$ cat config.mk
export PLATFORM = sky130hd
export DESIGN_NAME = gaussian_trapezoid_integrator_core
export DESIGN_NICKNAME = d
export VERILOG_FILES = /design/src/hdl/gti_pkg.sv /design/src/hdl/gti_ctrl.sv /design/src/hdl/gti_datapath.sv /design/src/hdl/gaussian_trapezoid_integrator_core.sv
export SDC_FILE = /design/constraint.sdc
export NUM_CORES = 2
export LEC_CHECK = 0
export BUFFER_PORTS_ARGS = -buffer_cell sky130_fd_sc_hd__buf_2
export CORE_MARGIN = 2
export CORE_UTILIZATION = 35
export DETAILED_ROUTE_END_ITERATION = 6
export GPL_TIMING_DRIVEN = 1
export PLACE_DENSITY_LB_ADDON = 0.25
export SETUP_SLACK_MARGIN = 0.2
export SYNTH_ARGS = -nofsm -noshare
export SYNTH_HDL_FRONTEND = slang
export SYNTH_SLANG_ARGS = --single-unit
$ cat constraint.sdc
create_clock -name clk -period 26.1 [get_ports clk]
set_clock_uncertainty 0.1 [all_clocks]
set_input_delay 2.61 -clock clk [delete_from_list [all_inputs] [get_ports clk]]
set_output_delay 2.61 -clock clk [all_outputs]
set_load 0.1 [all_outputs]
$ cat src/hdl/gti_pkg.sv
package gti_pkg;

  // Field widths
  localparam int X_W      = 16;
  localparam int STEP_W   = 16;
  localparam int RES_W    = 19;
  localparam int USED_W   = 4;

  // Integrator limits and fixed-point format
  localparam int MAX_POINTS = 9;
  localparam int FRAC_BITS  = 16;
  localparam int CNT_W      = $clog2(MAX_POINTS + 1);

  // Exponent datapath widths
  localparam int MAG_W  = X_W;
  localparam int SQ_W   = 2 * MAG_W - 1;
  localparam int LOG_W  = 17;
  localparam int T_W    = SQ_W + LOG_W;
  localparam int K_W    = T_W - 32;
  localparam int V_W    = 17;
  localparam int F_W    = FRAC_BITS + 1;
  localparam int WS_W   = 22;
  localparam int SUM_W  = WS_W + 1;
  localparam int PROD_W = STEP_W + SUM_W;

  // log2(2.7182) in Q1.16
  localparam logic [LOG_W-1:0] LOG2_BASE_Q16 = 17'd94546;
  // exponents at or above this give zero
  localparam int K_ZERO = 40;
  localparam logic [RES_W-1:0] RES_MAX = {RES_W{1'b1}};

  // Command and status between controller and datapath
  typedef struct packed {
    logic ld_in;
    logic do_sq;
    logic do_mul;
    logic do_exp;
    logic do_acc;
    logic ld_out;
  } gti_cmd_t;

  typedef struct packed {
    logic last;
  } gti_sts_t;

  // 2^(-j/16) in Q16, j = 0..16
  function automatic logic [V_W-1:0] pow2_neg(input logic [4:0] j);
    logic [V_W-1:0] v;
    case (j)
      5'd0:    v = 17'd65536;
      5'd1:    v = 17'd62757;
      5'd2:    v = 17'd60097;
      5'd3:    v = 17'd57549;
      5'd4:    v = 17'd55109;
      5'd5:    v = 17'd52773;
      5'd6:    v = 17'd50535;
      5'd7:    v = 17'd48393;
      5'd8:    v = 17'd46341;
      5'd9:    v = 17'd44376;
      5'd10:   v = 17'd42495;
      5'd11:   v = 17'd40693;
      5'd12:   v = 17'd38968;
      5'd13:   v = 17'd37316;
      5'd14:   v = 17'd35734;
      5'd15:   v = 17'd34219;
      5'd16:   v = 17'd32768;
      default: v = 17'd32768;
    endcase
    return v;
  endfunction

endpackage

$ cat src/hdl/gti_ctrl.sv
module gti_ctrl
  import gti_pkg::*;
(
  input  logic     clk,
  input  logic     rst_n,
  input  logic     in_tvalid,
  output logic     in_tready,
  output logic     out_tvalid,
  input  logic     out_tready,
  input  gti_sts_t sts,
  output gti_cmd_t cmd
);

  localparam logic [2:0] ST_IDLE = 3'd0;
  localparam logic [2:0] ST_SQ   = 3'd1;
  localparam logic [2:0] ST_MUL  = 3'd2;
  localparam logic [2:0] ST_EXP  = 3'd3;
  localparam logic [2:0] ST_ACC  = 3'd4;
  localparam logic [2:0] ST_FIN  = 3'd5;

  logic [2:0] state_r, state_nxt;
  logic       out_valid_r, out_valid_nxt;
  logic       slot_free;

  assign in_tready  = (state_r == ST_IDLE);
  assign out_tvalid = out_valid_r;
  assign slot_free  = !out_valid_r || out_tready;

  // Sequence one sample through the datapath
  always_comb begin
    state_nxt = state_r;
    cmd       = '0;
    case (state_r)
      ST_IDLE: begin
        if (in_tvalid) begin
          cmd.ld_in = 1'b1;
          state_nxt = ST_SQ;
        end
      end
      ST_SQ: begin
        cmd.do_sq = 1'b1;
        state_nxt = ST_MUL;
      end
      ST_MUL: begin
        cmd.do_mul = 1'b1;
        state_nxt  = ST_EXP;
      end
      ST_EXP: begin
        cmd.do_exp = 1'b1;
        state_nxt  = ST_ACC;
      end
      ST_ACC: begin
        cmd.do_acc = 1'b1;
        state_nxt  = sts.last ? ST_FIN : ST_IDLE;
      end
      ST_FIN: begin
        // hold until the output register can take the result
        if (slot_free) begin
          cmd.ld_out = 1'b1;
          state_nxt  = ST_IDLE;
        end
      end
      default: state_nxt = ST_IDLE;
    endcase
  end

  // Output valid: set on load, drop on transfer
  always_comb begin
    out_valid_nxt = out_valid_r;
    if (out_valid_r && out_tready) out_valid_nxt = 1'b0;
    if (cmd.ld_out)                out_valid_nxt = 1'b1;
  end

  always_ff @(posedge clk) begin
    if (!rst_n) begin
      state_r     <= ST_IDLE;
      out_valid_r <= 1'b0;
    end else begin
      state_r     <= state_nxt;
      out_valid_r <= out_valid_nxt;
    end
  end

endmodule

$ cat src/hdl/gti_datapath.sv
module gti_datapath
  import gti_pkg::*;
(
  input  logic              clk,
  input  logic              rst_n,
  input  gti_cmd_t          cmd,
  output gti_sts_t          sts,
  input  logic [X_W-1:0]    sample_x,
  input  logic [STEP_W-1:0] step_milli,
  input  logic              last_sample,
  output logic [RES_W-1:0]  integral_milli,
  output logic [USED_W-1:0] points_used,
  output logic              overflow_flag
);

  // Sample capture and exponent pipeline registers
  logic [MAG_W-1:0]  mag_r;
  logic [STEP_W-1:0] step_r;
  logic              last_r;
  logic [SQ_W-1:0]   sq_r;
  logic [T_W-1:0]    t_r;
  logic [K_W-1:0]    k_r;
  logic [V_W-1:0]    v_r;

  // Interval state
  logic [WS_W-1:0]   ws_r, ws_nxt;
  logic [CNT_W-1:0]  cnt_r, cnt_nxt;
  logic [F_W-1:0]    first_r;
  logic              drop_r, drop_nxt;
  logic [SUM_W-1:0]  sum_r;
  logic [CNT_W-1:0]  used_r;

  // Output register
  logic [RES_W-1:0]  res_r;
  logic [USED_W-1:0] pts_r;
  logic              ovf_r;

  logic [MAG_W-1:0]        mag;
  logic [15:0]             frac;
  logic [3:0]              idx;
  logic [11:0]             sub;
  logic [V_W-1:0]          tab_a, tab_b;
  logic [23:0]             slope;
  logic [V_W-1:0]          v;
  logic [V_W+FRAC_BITS-1:0] f_wide;
  logic [6:0]              shamt;
  logic [F_W-1:0]          f;
  logic [PROD_W-1:0]       prod;
  logic [PROD_W-1:0]       prod_sh;
  logic [RES_W-1:0]        res;

  assign sts.last = last_r;

  // Absolute value of the Q8.8 sample
  assign mag = sample_x[X_W-1] ? MAG_W'(~sample_x + 16'd1) : sample_x;

  // Table interpolation of 2^(-r)
  assign frac  = t_r[31:16];
  assign idx   = frac[15:12];
  assign sub   = frac[11:0];
  assign tab_a = pow2_neg({1'b0, idx});
  assign tab_b = pow2_neg(5'({1'b0, idx} + 5'd1));
  assign slope = 24'(12'(tab_a - tab_b)) * 24'(sub);
  assign v     = tab_a - V_W'(slope >> 12);

  // Scale by 2^(-k)
  assign shamt  = 7'd16 + 7'(k_r[5:0]);
  assign f_wide = {v_r, {FRAC_BITS{1'b0}}} >> shamt;
  assign f      = (k_r >= K_W'(K_ZERO)) ? '0 : F_W'(f_wide);

  // Final scale and saturate
  assign prod    = PROD_W'(step_r) * PROD_W'(sum_r);
  assign prod_sh = prod >> (FRAC_BITS + 1);
  assign res     = (prod_sh > PROD_W'(RES_MAX)) ? RES_MAX : RES_W'(prod_sh);

  // Accumulate a non-last point, or drop it past the limit
  always_comb begin
    ws_nxt   = ws_r;
    cnt_nxt  = cnt_r;
    drop_nxt = drop_r;
    if (cmd.do_acc && !last_r) begin
      if (cnt_r == '0) begin
        cnt_nxt = CNT_W'(1);
      end else if (cnt_r < CNT_W'(MAX_POINTS - 1)) begin
        ws_nxt  = ws_r + WS_W'({f, 1'b0});
        cnt_nxt = cnt_r + CNT_W'(1);
      end else begin
        drop_nxt = 1'b1;
      end
    end
    if (cmd.ld_out) begin
      ws_nxt   = '0;
      cnt_nxt  = '0;
      drop_nxt = 1'b0;
    end
  end

  always_ff @(posedge clk) begin
    if (!rst_n) begin
      ws_r   <= '0;
      cnt_r  <= '0;
      drop_r <= 1'b0;
    end else begin
      ws_r   <= ws_nxt;
      cnt_r  <= cnt_nxt;
      drop_r <= drop_nxt;
    end
  end

  // Payload pipeline
  always_ff @(posedge clk) begin
    if (cmd.ld_in) begin
      mag_r  <= mag;
      step_r <= step_milli;
      last_r <= last_sample;
    end
    if (cmd.do_sq)  sq_r <= SQ_W'(mag_r) * SQ_W'(mag_r);
    if (cmd.do_mul) t_r  <= T_W'(sq_r) * T_W'(LOG2_BASE_Q16);
    if (cmd.do_exp) begin
      v_r <= v;
      k_r <= t_r[T_W-1:32];
    end
    if (cmd.do_acc) begin
      if (!last_r && cnt_r == '0) first_r <= f;
      if (last_r) begin
        if (cnt_r == '0) begin
          sum_r  <= SUM_W'({f, 1'b0});
          used_r <= CNT_W'(1);
        end else begin
          sum_r  <= SUM_W'(ws_r) + SUM_W'(first_r) + SUM_W'(f);
          used_r <= cnt_r + CNT_W'(1);
        end
      end
    end
    if (cmd.ld_out) begin
      res_r <= res;
      pts_r <= USED_W'(used_r);
      ovf_r <= drop_r;
    end
  end

  assign integral_milli = res_r;
  assign points_used    = pts_r;
  assign overflow_flag  = ovf_r;

endmodule

$ cat src/hdl/gaussian_trapezoid_integrator_core.sv
// Trapezoid-rule integrator of f(x) = 2.7182^(-x*x). Each input transfer
// carries one Q8.8 sample; tlast marks the final sample of an interval, and
// only on that transfer is the step width (thousandths) read. First and last
// points weigh 1, interior points 2; a lone point counts twice. Once
// MAX_POINTS - 1 points are held, further non-last samples are dropped and
// flagged. On the last sample one result is sent: the integral in thousandths
// (truncated, saturating), the number of points used and the drop flag.
// Items are taken one at a time: a non-last sample passes through capture,
// square, log2 scaling multiply, table interpolation, and shift and
// accumulate; a last sample adds the final step multiply. A last sample
// waits in its final step while the previous result still sits untaken in
// the output register.
module gaussian_trapezoid_integrator_core
  import gti_pkg::*;
(
  input  logic        clk,
  input  logic        rst_n,
  input  logic        in_tvalid,
  output logic        in_tready,
  input  logic [31:0] in_tdata,   // sample_x[15:0], step_milli[31:16]
  input  logic        in_tlast,   // last_sample
  output logic        out_tvalid,
  input  logic        out_tready,
  output logic [23:0] out_tdata   // integral_milli[18:0], points_used[22:19],
                                  // overflow_flag[23]
);

  gti_cmd_t cmd;
  gti_sts_t sts;

  logic [RES_W-1:0]  integral_milli;
  logic [USED_W-1:0] points_used;
  logic              overflow_flag;

  gti_ctrl u_ctrl (
    .clk        (clk),
    .rst_n      (rst_n),
    .in_tvalid  (in_tvalid),
    .in_tready  (in_tready),
    .out_tvalid (out_tvalid),
    .out_tready (out_tready),
    .sts        (sts),
    .cmd        (cmd)
  );

  gti_datapath u_datapath (
    .clk            (clk),
    .rst_n          (rst_n),
    .cmd            (cmd),
    .sts            (sts),
    .sample_x       (in_tdata[15:0]),
    .step_milli     (in_tdata[31:16]),
    .last_sample    (in_tlast),
    .integral_milli (integral_milli),
    .points_used    (points_used),
    .overflow_flag  (overflow_flag)
  );

  assign out_tdata = {overflow_flag, points_used, integral_milli};

endmodule
==> out/metrics.yaml <==
period_needed_ps: 11100
grt_pass1_wl_um: 161000
synth.distinct_cells: 89
seqCellArea_um2: 6830
hold_violations: 0
fill_cells: 12167
synth_edf_count: 196
drv_cap: 0
io_buffers: 62
status: "finished clean"
wl_met1_um: 43900
stdcell_area_um2: 45500
nNetsFinal: 5670
postSynthAreaPerCell_um2: 9.71
start_util_pct: 35.3
routed_via_density: 4.76
dieArea_um2: 124000
crit_arrival_ps: 11370
cp_data_required_time_ps: 26370
worstSetupPathType: "reg2reg"
worst-path-max-fanout: 20
drt_iter0_markers: 1301
num_io_pins: 63
synth_top_area_share_pct: 34.5
synth_area_um2: 42400
yosysSeqAreaShare_pct: 16.1
clock_latency_ps: 630
drive_gt1_share_pct: 4.65
cts-resized-gates: 0
final_antenna_net_count: 0
cts_root_buf: "clkbuf_16"
cts_buffers: 31
multi_input_area_um2: 31600
die_h_um: 352
place_hpwl_um: 78900
dpl_cell_area_um2: 44500
synth_area_leaders: "fa_1, ha_1, edfxtp_1, inv_1, nand2_1"
area_delta_synth_final_pct: 7.28
rsz0062_at_grt: "false"
setup_viol: 0
overflow: 0
num_rows: 127
cts_tree: "built"
wl_met2_um: 47200
drc: 0
vias: 28571
final.setup.tns_ps: 0
synth_ff_type: "edfxtp_1"
top_layer: "met5"
synth.largest_area_cell: "fa_1"
cts.path.max_buffers: 3
grt_start_max_net_pins: 34
core_area_um2: 120000
cp-start-kind: "flop"
globalplace.congestion: 0.832
cp_slowest_cell: "nor2_1"
grt_pass1_vias: 30686
synth-seq-cells: 243
ctsHoldBuffers: 0
fmax_mhz: 90.1
post-cts-setup-buffer-count: 0
maxSlewViolCount: 0
clkTransAtPathRegs_ps: 60
drt_pass1_iterations: 5
slew_headroom_pct: 30.4
min_path_type: "reg2reg"
syn-instance-count: 4368
wire_per_inst_um: 16.0
drt-total-wl_um: 96000
antenna_found_initial: 4
tightest_slew_ps: 1040
synth_warnings: 0
end_kind: "flop"
wl_met3_um: 3290
die-width_um: 352
grtUsageTotal_pct: 15.9
htree_levels: 1
min_period_over_period_pct: 42.5
critPathMaxStageDelay_ps: 740
clock_sinks: 243
synthArstFlopShare_pct: 0
-- registers in the layout, summed over array words and instances (netlist names), 17 cells and up --
name and flops:
u_datapath.sq_r 30, u_datapath.v_r 17, u_datapath.ws_r 21, u_datapath.sum_r 23, u_datapath.first_r 17, u_datapath.tab_a 17, u_datapath.integral_milli 19, u_datapath.t_r 32
-- synth_stat cells (5+ instances only) --
cell      instances
a211oi_1         30
a21boi_0         10
a21o_1           62
a21oi_1         128
a31oi_1           9
and2_1          227
and3_1           20
and3b_1           9
buf_1             5
clkbuf_1        127
dfxtp_1          47
edfxtp_1        196
fa_1            730
ha_1            538
inv_1           924
mux2_2            9
mux2i_1          28
nand2_1         503
nand2b_1         22
nand3_1          39
nand3b_1         12
nand4_1          14
nor2_1          179
nor2b_1          41
nor3_1           39
nor3b_1           6
nor4_1            8
o211ai_1          5
o21a_1           19
o21ai_0          92
o21bai_1         11
o311ai_0          5
o31ai_1           9
o41ai_1           7
or2_2            14
or3_1            12
xnor2_1          98
xor2_1           56
-- area by class of cell --
class / instances / share of cell area (%)
Timing Repair Buffer: 96 / 1.24
Clock inverter: 24 / 0.462
Clock buffer: 34 / 1.75
Sequential cell: 243 / 15.0
Multi-Input combinational cell: 3068 / 69.5
Tap cell: 1612 / 4.43
Antenna cell: 1 / 0.00550
Inverter: 925 / 7.63
-- metrics by stage --
stage / std cells / hold WS (ps) / setup WS, ps / util, %
detailed placement: 5944 / 305 / 15080 / 37.0
floorplan: 4372 / 300 / 16050 / -
CTS: 6002 / 322 / 15050 / 37.9
global placement: 5944 / 301 / 15260 / 37.0
global route: 6002 / 327 / 14240 / 37.9
finish: 6003 / 319 / 15000 / 37.9
-- critical path: cells and delay by family (launching register included) --
family	cells	cell delay (ps)
AO/OA/AOI/OAI	15	3610
XOR/XNOR	3	480
adder cells (fa/ha/maj)	10	4500
buffers and inverters	3	150
flip-flops	1	530
AND/OR/NAND/NOR	7	1460
-- final timing paths --
| check | cells past startpoint | slack [ps] | endpoint | startpoint |
|---|---|---|---|---|
| setup / recovery | 38 | 15000 | u_datapath.v_r[15]$_DFFE_PP_ | u_datapath.t_r[28]$_DFFE_PN_ |
| hold / removal | 0 | 320 | u_datapath.k_r[9]$_DFFE_PP_ | u_datapath.t_r[41]$_DFFE_PN_ |
| setup reg to reg | 38 | 15000 | u_datapath.v_r[15]$_DFFE_PP_ | u_datapath.t_r[28]$_DFFE_PN_ |
| hold reg to reg | 0 | 320 | u_datapath.k_r[9]$_DFFE_PP_ | u_datapath.t_r[41]$_DFFE_PN_ |
-- metal layers --
metal / up-vias / GRT usage [%]
met5: - / 0
met4: 6 / 2.60
met3: 106 / 1.71
met2: 421 / 28.4
met1: 14324 / 21.0
li1: 13714 / -
-- cells by family after synthesis --
group           Yosys count  synth area share [%]
fa+ha+maj              1268                  50.3
simple gates           1162                  13.1
buf+inv                1061                  9.46
compound gates          437                  6.70
flops                   243                  16.1
xor+xnor                154                  3.18
mux                      41                  1.09
other cells               2                0.0177
-- cells in the final DEF, fill, tap and decap left out, types with 28 or more instances in the layout --
master	n
nor3_1	38
xnor2_1	98
edfxtp_1	196
dfxtp_1	47
xor2_1	56
o21ai_0	91
a21o_1	62
nand2_1	503
inv_1	924
ha_1	538
clkbuf_16	31
buf_4	34
mux2i_1	28
nor2b_1	41
and2_1	226
a21oi_1	128
fa_1	730
a211oi_1	30
nor2_1	177
buf_2	62
nand3_1	39
Power is not shown: default switching activity piles up to over one toggle a cycle in this logic, so the estimate is an artifact.
